### src/rtl/core/nwpa_pkg.sv
package nwpa_pkg;

    localparam int SYN_W      = 16;
    localparam int TOT_W      = 32;
    localparam int NODE_IDX_W = 5;
    localparam int OUT_W      = 4;
    localparam int LOAD_W     = 40;
    localparam int LOAD_WEIGHT = 100;
    localparam int QUOTA_W    = NODE_IDX_W + 1 + TOT_W;

    localparam logic [1:0] REG_MODE       = 2'd0;
    localparam logic [1:0] REG_NODE_COUNT = 2'd1;
    localparam logic [1:0] REG_QUOTA      = 2'd2;

    localparam logic [1:0] MODE_BLOCK     = 2'd0;
    localparam logic [1:0] MODE_RR        = 2'd1;
    localparam logic [1:0] MODE_GROUP_RR  = 2'd2;
    localparam logic [1:0] MODE_BEST_FIT  = 2'd3;

    typedef struct packed {
        logic                  vld;
        logic [LOAD_W-1:0]     best;
        logic [NODE_IDX_W-1:0] idx;
    } token_t;

    typedef struct packed {
        logic                  vld;
        logic [NODE_IDX_W-1:0] idx;
        logic [SYN_W-1:0]      syn;
    } upd_t;

    function automatic logic [TOT_W-1:0] sat_add(input logic [TOT_W-1:0] a,
                                                 input logic [TOT_W-1:0] b);
        logic [TOT_W:0] s;
        s = {1'b0, a} + {1'b0, b};
        return s[TOT_W] ? {TOT_W{1'b1}} : s[TOT_W-1:0];
    endfunction

endpackage

### src/rtl/core/nwpa_cell.sv
module nwpa_cell
    import nwpa_pkg::*;
#(
    parameter int IDX = 0
)
(
    input  logic                  clk,
    input  logic                  rst_n,
    input  logic [NODE_IDX_W-1:0] cnt,
    input  token_t                tok_in,
    input  upd_t                  upd,
    output token_t                tok_out
);

    logic [TOT_W-1:0]  neuron_reg;
    logic [TOT_W-1:0]  neuron_next;
    logic [TOT_W-1:0]  syn_reg;
    logic [TOT_W-1:0]  syn_next;
    logic [LOAD_W-1:0] load_reg;
    logic [LOAD_W-1:0] load_next;
    token_t            tok_reg;
    token_t            tok_next;
    logic              active;
    logic              hit;

    assign active = (32'(IDX) < 32'(cnt));
    assign hit    = upd.vld && (32'(IDX) == 32'(upd.idx));

    always_comb
    begin
        neuron_next = neuron_reg;
        syn_next    = syn_reg;
        if (hit)
        begin
            neuron_next = sat_add(neuron_reg, TOT_W'(1));
            syn_next    = sat_add(syn_reg, TOT_W'(upd.syn));
        end
    end

    // weighted load is registered, so it catches up with the totals in the next cycle
    assign load_next = LOAD_W'(neuron_reg) * LOAD_W'(LOAD_WEIGHT) + LOAD_W'(syn_reg);

    always_comb
    begin
        tok_next = tok_in;
        if (tok_in.vld && active && ((IDX == 0) || (load_reg < tok_in.best)))
        begin
            tok_next.best = load_reg;
            tok_next.idx  = NODE_IDX_W'(IDX);
        end
    end

    always_ff @(posedge clk or negedge rst_n)
    begin
        if (!rst_n)
        begin
            neuron_reg <= '0;
            syn_reg    <= '0;
            load_reg   <= '0;
            tok_reg    <= '0;
        end
        else
        begin
            neuron_reg <= neuron_next;
            syn_reg    <= syn_next;
            load_reg   <= load_next;
            tok_reg    <= tok_next;
        end
    end

    assign tok_out = tok_reg;

endmodule

### config.mk
export PLATFORM = sky130hd
export DESIGN_NAME = nwpa_cell
export DESIGN_NICKNAME = d
export VERILOG_FILES = /design/src/rtl/core/nwpa_pkg.sv /design/src/rtl/core/nwpa_cell.sv
export SDC_FILE = /design/constraint.sdc
export NUM_CORES = 1
export LEC_CHECK = 0
export BUFFER_PORTS_ARGS = -buffer_cell sky130_fd_sc_hd__buf_2
export CAP_MARGIN = 15
export CELL_PAD_IN_SITES_DETAIL_PLACEMENT = 0
export CELL_PAD_IN_SITES_GLOBAL_PLACEMENT = 1
export CORE_MARGIN = 4
export CORE_UTILIZATION = 49
export DETAILED_ROUTE_END_ITERATION = 12
export PLACE_DENSITY_LB_ADDON = 0.1
export SYNTH_ARGS = -nofsm -noshare
export SYNTH_HDL_FRONTEND = slang
export SYNTH_SLANG_ARGS = --single-unit
### constraint.sdc
create_clock -name clk -period 8.2 [get_ports clk]
set_input_delay 0.82 -clock clk [delete_from_list [all_inputs] [get_ports clk]]
set_output_delay 0.82 -clock clk [all_outputs]
set_load 0.01 [all_outputs]
==> impl_summary.txt, run 1 <==
----------------------------------------------------
[Outcome]
  Outcome ... finished, final reports clean

[Logic synthesis]
  Number of warnings issued by yosys ... 0
  Portion of synthesized cell area occupied by the leading cell type ... 32.4%
  Distinct cells, synth ... 77
  Part of the Yosys area used for sequential elements ... 32.4%
  Most area-hungry cell type in the Yosys netlist ... dfrtp_1
  Post-synth ARST share ... 100%
  Area of the mapped netlist ... 11600 um^2
  Synthesized netlist cell count ... 1248
  Syn nets ... 1502
  Synthesized flop and latch total ... 150
  Flip-flop cell with the highest count after synthesis ... dfrtp_1
  Mean area per synthesized cell ... 9.29 um^2
  Cell types with the largest area share after synthesis ... dfrtp_1, ha_1, xnor2_1
  Number of flops mapped to enable cells by yosys ... 0

[Clock network]
  Clock-pin transition on the worst setup and hold timing paths ... 0.08 ns
  Insertion delay to the later sink of the worst-skew pair ... 0.43 ns
  Number of cells upsized or downsized after cts ... 0
  Clk buf depth ... 2
  TritonCTS clock tree ... built
  Post-CTS Setup Inserts ... 0
  Post-cts hold buffer count ... 0
  CTS H-tree depth ... 4
  Number of buffers created by CTS ... 17
  Cell chosen for the clock root ... clkbuf_16
  Clock sinks ... 150

[Critical path]
  Critical path startpoint category ... flip-flop
  Number of cells traversed by the worst register-to-register path ... 25
  Source of the critical timing path ... neuron_reg[7]
  Required time of the critical path ... 8.55 ns
  Signal arrival time at the worst endpoint ... 6.04 ns
  Startpoint-to-endpoint class of the critical path ... flip-flop to flip-flop
  Type of element capturing the critical path ... flip-flop
  Maximum fanout encountered on the critical timing path ... 6
  Worst flop-to-flop path startpoint ... neuron_reg[7]

[Power and ir drop]
  Maximum vdd ir drop ... 0.134 mV
  Combinational share of power ... 30.3%
  Sequential Power Share ... 37.0%
  Clock share of power ... 32.7%
  Switching power as a share of total power ... 33.9%
  Sum of internal, switching and leakage power ... 2.43 mW
  Leakage dissipation ... 6.77 nW
  Total power divided by cell area ... 186 nW/um^2
  Net switching component of the power ... 0.824 mW
  Power Internal ... 1.61 mW

[GRT]
  Grt total ovfl ... 0
  Pin count of the biggest net entering global routing ... 89
  Antenna violations before repair ... 0
  Total global routing track utilization ... 19.8%
  First-pass GRT wire length ... 42.8 mm
  Vias in the first global route ... 8437

[Final layout]
  Final cell area excluding filler cells ... 13100 um^2
  Max FFs per register ... 46
  Fraction of final layout cells sized beyond drive strength 1 ... 16.6%
  Cell Count, Final, Fillers Out ... 1698
  Area Overhead vs Synth ... 13.0%
  Storage cell area ... 3750 um^2
  Most common cell after layout, fill and taps aside ... inv_1
  Leading cell types in the layout, fill and taps excluded ... inv_1, ha_1, dfrtp_1
  # fillers ... 2232
  # diodes ... 0
  Multi-input logic area ... 7160 um^2
  Net count reported at finish ... 1620

[Timing]
  Final cycle utilization of the critical path ... 69.5%
  Final-report hold violation count ... 0
  Timing-limited maximum frequency ... 176 MHz
  Setup_tns ... 0 ns
  Worst hold margin ... 0.425 ns
  Headroom to the max-slew limit ... 27.7%
  Number of pins with negative max-slew slack in the final report ... 0
  Unrepaired setup endpoints after global routing ... false
  Setup skew after layout ... 0.0141 ns
  Post-layout min period ... 5.70 ns
  Final setup fails ... 0
  Slew of the pin with the lowest slew margin ... 1.08 ns

[Detailed routing]
  Highest routed metal layer ... met4
  Via-per-instance ratio ... 5.16
  Average routed wire per standard cell ... 15.0 um
  Met2 WL ... 10.8 mm
  Count of antenna-violating nets left after detailed routing ... 0
  DRC ... 0
  DRC violation total after the first TritonRoute iteration ... 508
  Drt pass-1 iters ... 5
  Total met3 wirelength after detailed routing ... 900 um
  Final WL ... 25.5 mm
  Routed length on met1 ... 13.5 mm
  Total number of vias ... 8761

[Floorplan]
  Die Wd ... 162 um
  Height of the die ... 162 um
  Number of ports placed on the die boundary ... 121
  # rows ... 56
  Area of the core ... 23400 um^2
  Die area ... 26200 um^2
  Starting density of the core ... 49.6%

[Worst hold path]
  Class of the worst hold path ... input port to async pin

[Place]
  Standard cell area after detailed placement ... 12500 um^2
  Number of placed instances, taps included ... 1666
  Final GP Congestion ... 0.886
  Port bufs ... 120
  Sum of net half-perimeters after detailed placement ... 19.9 mm

[Run]
  Max-cap violations ... 0

----------------------------------------------------
## power by group through the flow
| stage | sequential, mW | combinational [mW] | clock, mW |
|---|---|---|---|
| floorplan | 0.914 | 0.515 | 0 |
| finish | 0.901 | 0.736 | 0.796 |
| global route | 0.913 | 0.823 | 0.849 |
| global placement | 0.912 | 0.719 | 0 |
| CTS | 0.900 | 0.733 | 0.815 |
| detailed placement | 0.915 | 0.726 | 0 |
## final cells by class
type	instances	share of cell area, %
Tap cell	319	3.05
Clock buffer	18	3.28
Multi-Input combinational cell	921	54.7
Inverter	154	4.41
Clock inverter	14	1.22
Timing Repair Buffer	122	4.75
Sequential cell	150	28.6
## path summary, 6_finish.rpt
check	to	slack (ns)
max	load_reg[33]	2.50
min	tok_out[45]	0.43
min in group clk	load_reg[1]	0.43
max reg2reg	load_reg[33]	2.50
min reg2reg	load_reg[1]	0.43
max in group asynchronous	neuron_reg[30]	6.46
## synth_stat cells, types with 18 or more instances
| master | n |
|---|---|
| inv_1 | 154 |
| dfrtp_1 | 150 |
| ha_1 | 150 |
| nand2_1 | 135 |
| xnor2_1 | 82 |
| a21oi_1 | 81 |
| nor2_1 | 64 |
| o21ai_0 | 53 |
| mux2_2 | 43 |
| a21o_1 | 42 |
| fa_1 | 29 |
| xor2_1 | 28 |
| nand3_1 | 27 |
| nor3_1 | 18 |
## metal layers
layer	global-route usage [%]	vias up
li1	-	4485
met1	31.3	4112
met2	29.0	148
met3	2.28	16
met4	4.58	0
met5	0	-
## worst max-delay path, stage by stage, from the launching register on
cell       delay (ns)
dfrtp_1          0.43
ha_1             0.32
ha_1             0.29
inv_1            0.05
fa_1             0.49
inv_1            0.04
ha_1             0.37
a21oi_1          0.21
o221ai_1         0.15
a21oi_1          0.30
nor2_1           0.11
nor3_1           0.35
o21bai_1         0.10
a21oi_1          0.19
xnor2_1          0.21
ha_1             0.36
a21o_1           0.21
a21o_1           0.21
nor2_1           0.11
o2bb2ai_1        0.12
a21oi_1          0.08
a211oi_1         0.33
o21ai_0          0.13
a21oi_1          0.17
nand2b_1         0.13
xnor2_1          0.12
## metrics by stage
step           utilization [%]  worst slack, ns
2_1_floorplan                -             3.01
3_3_place_gp              53.5             2.68
3_5_place_dp              53.5             2.58
4_1_cts                   56.0             2.52
5_1_grt                   56.0             2.04
6_report                  56.0             2.50
## logic make-up after synthesis
group / count (synthesis) / synth area share (%)
simple gates: 337 / 14.2
buf+inv: 177 / 6.02
compound gates: 252 / 13.8
xor+xnor: 110 / 8.31
fa+ha+maj: 179 / 21.2
flops: 150 / 32.4
mux: 43 / 4.18
No activity file was read; power rests on OpenSTA's default activity.
==> inputs of run 2 (changes only) <==
Settings changed: CORE_UTILIZATION 49 to 42.
Clock period 8.2 ns to 4.7 ns, I/O delays scaled along.
==> run 2 against run 1 <==
  * Critical path depth shrank 2
  * The flow now finishes with violations (negative setup slack)
  * Die area grew 16%
  * Clock skew grew 0.0052 ns
  * Hold slack lost 0.35 ns
  * Sequential power grew 73%
  * Final cell count grew 12%
  * Non-clock buffer count grew 174
  * Via count grew 7.2%
  * Combinational power grew 98%
==> impl_summary.txt, run 2 (same netlist as run 1, synthesis figures left out) <==
----------------------------------------------------
[Floorplan]
  Number of ports placed on the die boundary ... 121
  Starting density of the core ... 42.9%
  Die Wd ... 174 um
  Area of the core ... 27000 um^2
  # rows ... 60
  Die area ... 30300 um^2
  Height of the die ... 174 um

[Clock network]
  Insertion delay to the later sink of the worst-skew pair ... 0.44 ns
  Clk buf depth ... 2
  Clock sinks ... 150
  Cell chosen for the clock root ... clkbuf_16
  CTS H-tree depth ... 4
  Clock-pin transition on the worst setup and hold timing paths ... 0.08 ns
  TritonCTS clock tree ... built
  Number of buffers created by CTS ... 17

[Place]
  Worst slack at placement ... -0.415 ns
  Sum of net half-perimeters after detailed placement ... 21.5 mm
  Standard cell area after detailed placement ... 13800 um^2
  Final GP Congestion ... 0.863
  Port bufs ... 120

[Timing]
  Final cycle utilization of the critical path ... 106%
  Final setup fails ... 11
  Headroom to the max-slew limit ... 44.8%
  Number of pins with negative max-slew slack in the final report ... 0
  Setup_tns ... -1.17 ns
  Final worst-path setup slack ... -0.272 ns
  Worst hold margin ... 0.0801 ns
  Post-layout min period ... 4.97 ns
  Timing-limited maximum frequency ... 201 MHz
  Final-report hold violation count ... 0
  Setup skew after layout ... 0.0194 ns
  Unrepaired setup endpoints after global routing ... true
  Slew of the pin with the lowest slew margin ... 0.828 ns

[Final layout]
  Area Overhead vs Synth ... 30.8%
  Fraction of final layout cells sized beyond drive strength 1 ... 32.9%
  Most common cell after layout, fill and taps aside ... buf_4
  Net count reported at finish ... 1794
  Post-route core utilization ... 56.1%
  Leading cell types in the layout, fill and taps excluded ... buf_4, inv_1, dfrtp_1
  # diodes ... 0
  Max FFs per register ... 46
  Final cell area excluding filler cells ... 15200 um^2

[Worst hold path]
  Class of the worst hold path ... input port to async pin

[Detailed routing]
  Average routed wire per standard cell ... 14.6 um
  Via-per-instance ratio ... 4.96
  Total number of vias ... 9391
  Count of antenna-violating nets left after detailed routing ... 0
  DRC ... 0
  DRC violation total after the first TritonRoute iteration ... 411
  Drt pass-1 iters ... 5
  Final WL ... 27.6 mm

[GRT]
  Met2 capacity usage during global routing ... 28.4%
  Vias in the first global route ... 9578
  Antenna violations before repair ... 0
  Total global routing track utilization ... 18.4%
  First-pass GRT wire length ... 46.8 mm
  GRT busiest layer ... met2
  Met1 track demand over resource ... 27.5%
  Global routing usage on met3 ... 2.61%
  Grt total ovfl ... 0
  Pin count of the biggest net entering global routing ... 93

[Power and ir drop]
  Total power divided by cell area ... 287 nW/um^2
  Leakage dissipation ... 7.74 nW
  Maximum vdd ir drop ... 0.184 mV

[Outcome]
  Outcome ... finished, violations left
  Failing checks ... negative setup slack

[Critical path]
  Critical path startpoint category ... flip-flop
  Startpoint-to-endpoint class of the critical path ... flip-flop to flip-flop
  Required time of the critical path ... 5.00 ns
  Type of element capturing the critical path ... flip-flop
  Maximum fanout encountered on the critical timing path ... 4
  Signal arrival time at the worst endpoint ... 5.28 ns

[Run]
  Max-cap violations ... 0

----------------------------------------------------
==> run 2: timing repair <==
item | CTS | global route
buffers inserted | 17 | 6
hold buffers | 0 | 0
pin swaps | 75 | 60
setup endpoints to repair | 18 | 19
resized for setup | 59 | 69
endpoints found under the hold margin | 0 | 0
==> run 2: critical path, stage by stage, from the launching register on <==
cell	delay (ns)
dfrtp_2	0.45
ha_2	0.26
ha_1	0.33
ha_4	0.24
fa_2	0.42
a211oi_4	0.28
o21bai_2	0.13
a21oi_2	0.20
nor2_2	0.07
nor3_2	0.21
o21bai_1	0.11
a21oi_2	0.20
xnor2_2	0.14
ha_1	0.27
a21o_1	0.16
a21o_1	0.24
nor2_2	0.11
o2bb2ai_2	0.11
a21oi_2	0.06
a211oi_2	0.27
o21ai_1	0.16
a21oi_2	0.19
nand2b_4	0.16
xnor2_2	0.05
==> run 2: metrics by stage <==
step,std cells,power [mW]
after global placement,1838,2.93
after CTS,1887,4.35
after floorplan,1248,2.51
final,1894,4.36
after global routing,1894,4.66
after detailed placement,1838,2.95
==> run 2: worst paths after layout <==
path | from | endpoint | slack (ns) | cells after the start
worst min register to register | syn_reg[0] | load_reg[0] | 0.41 | 0
worst max-delay path | neuron_reg[2] | load_reg[33] | -0.27 | 23
worst min-delay path | rst_n | tok_out[8] | 0.08 | 1
worst max register to register | neuron_reg[2] | load_reg[33] | -0.27 | 23
min in group clk | tok_in[45] | tok_out[45] | 0.18 | 1
max in group asynchronous | rst_n | syn_reg[15] | 3.64 | 2
==> run 2: where the power goes <==
group	leakage (nW)	switching, mW	internal [mW]
clock network	0.271	0.634	0.701
logic	5.65	0.753	0.709
registers	1.83	0.0896	1.47
==> run 2: area by class of cell <==
cell class	count	area [um^2]
flip-flops and latches	150	3760
repair buffers	296	1960
multi-input cells	921	7890
clock buffers	18	429
inverters	154	578
clock inverters	14	135
fillers	2436	11900
well taps	341	427
==> run 2: layer usage <==
metal  vias to the layer above  wire length, um
met5                         -                0
met4                         0              336
met3                        18              753
met2                       149            12000
met1                      4387            14500
li1                       4837                -
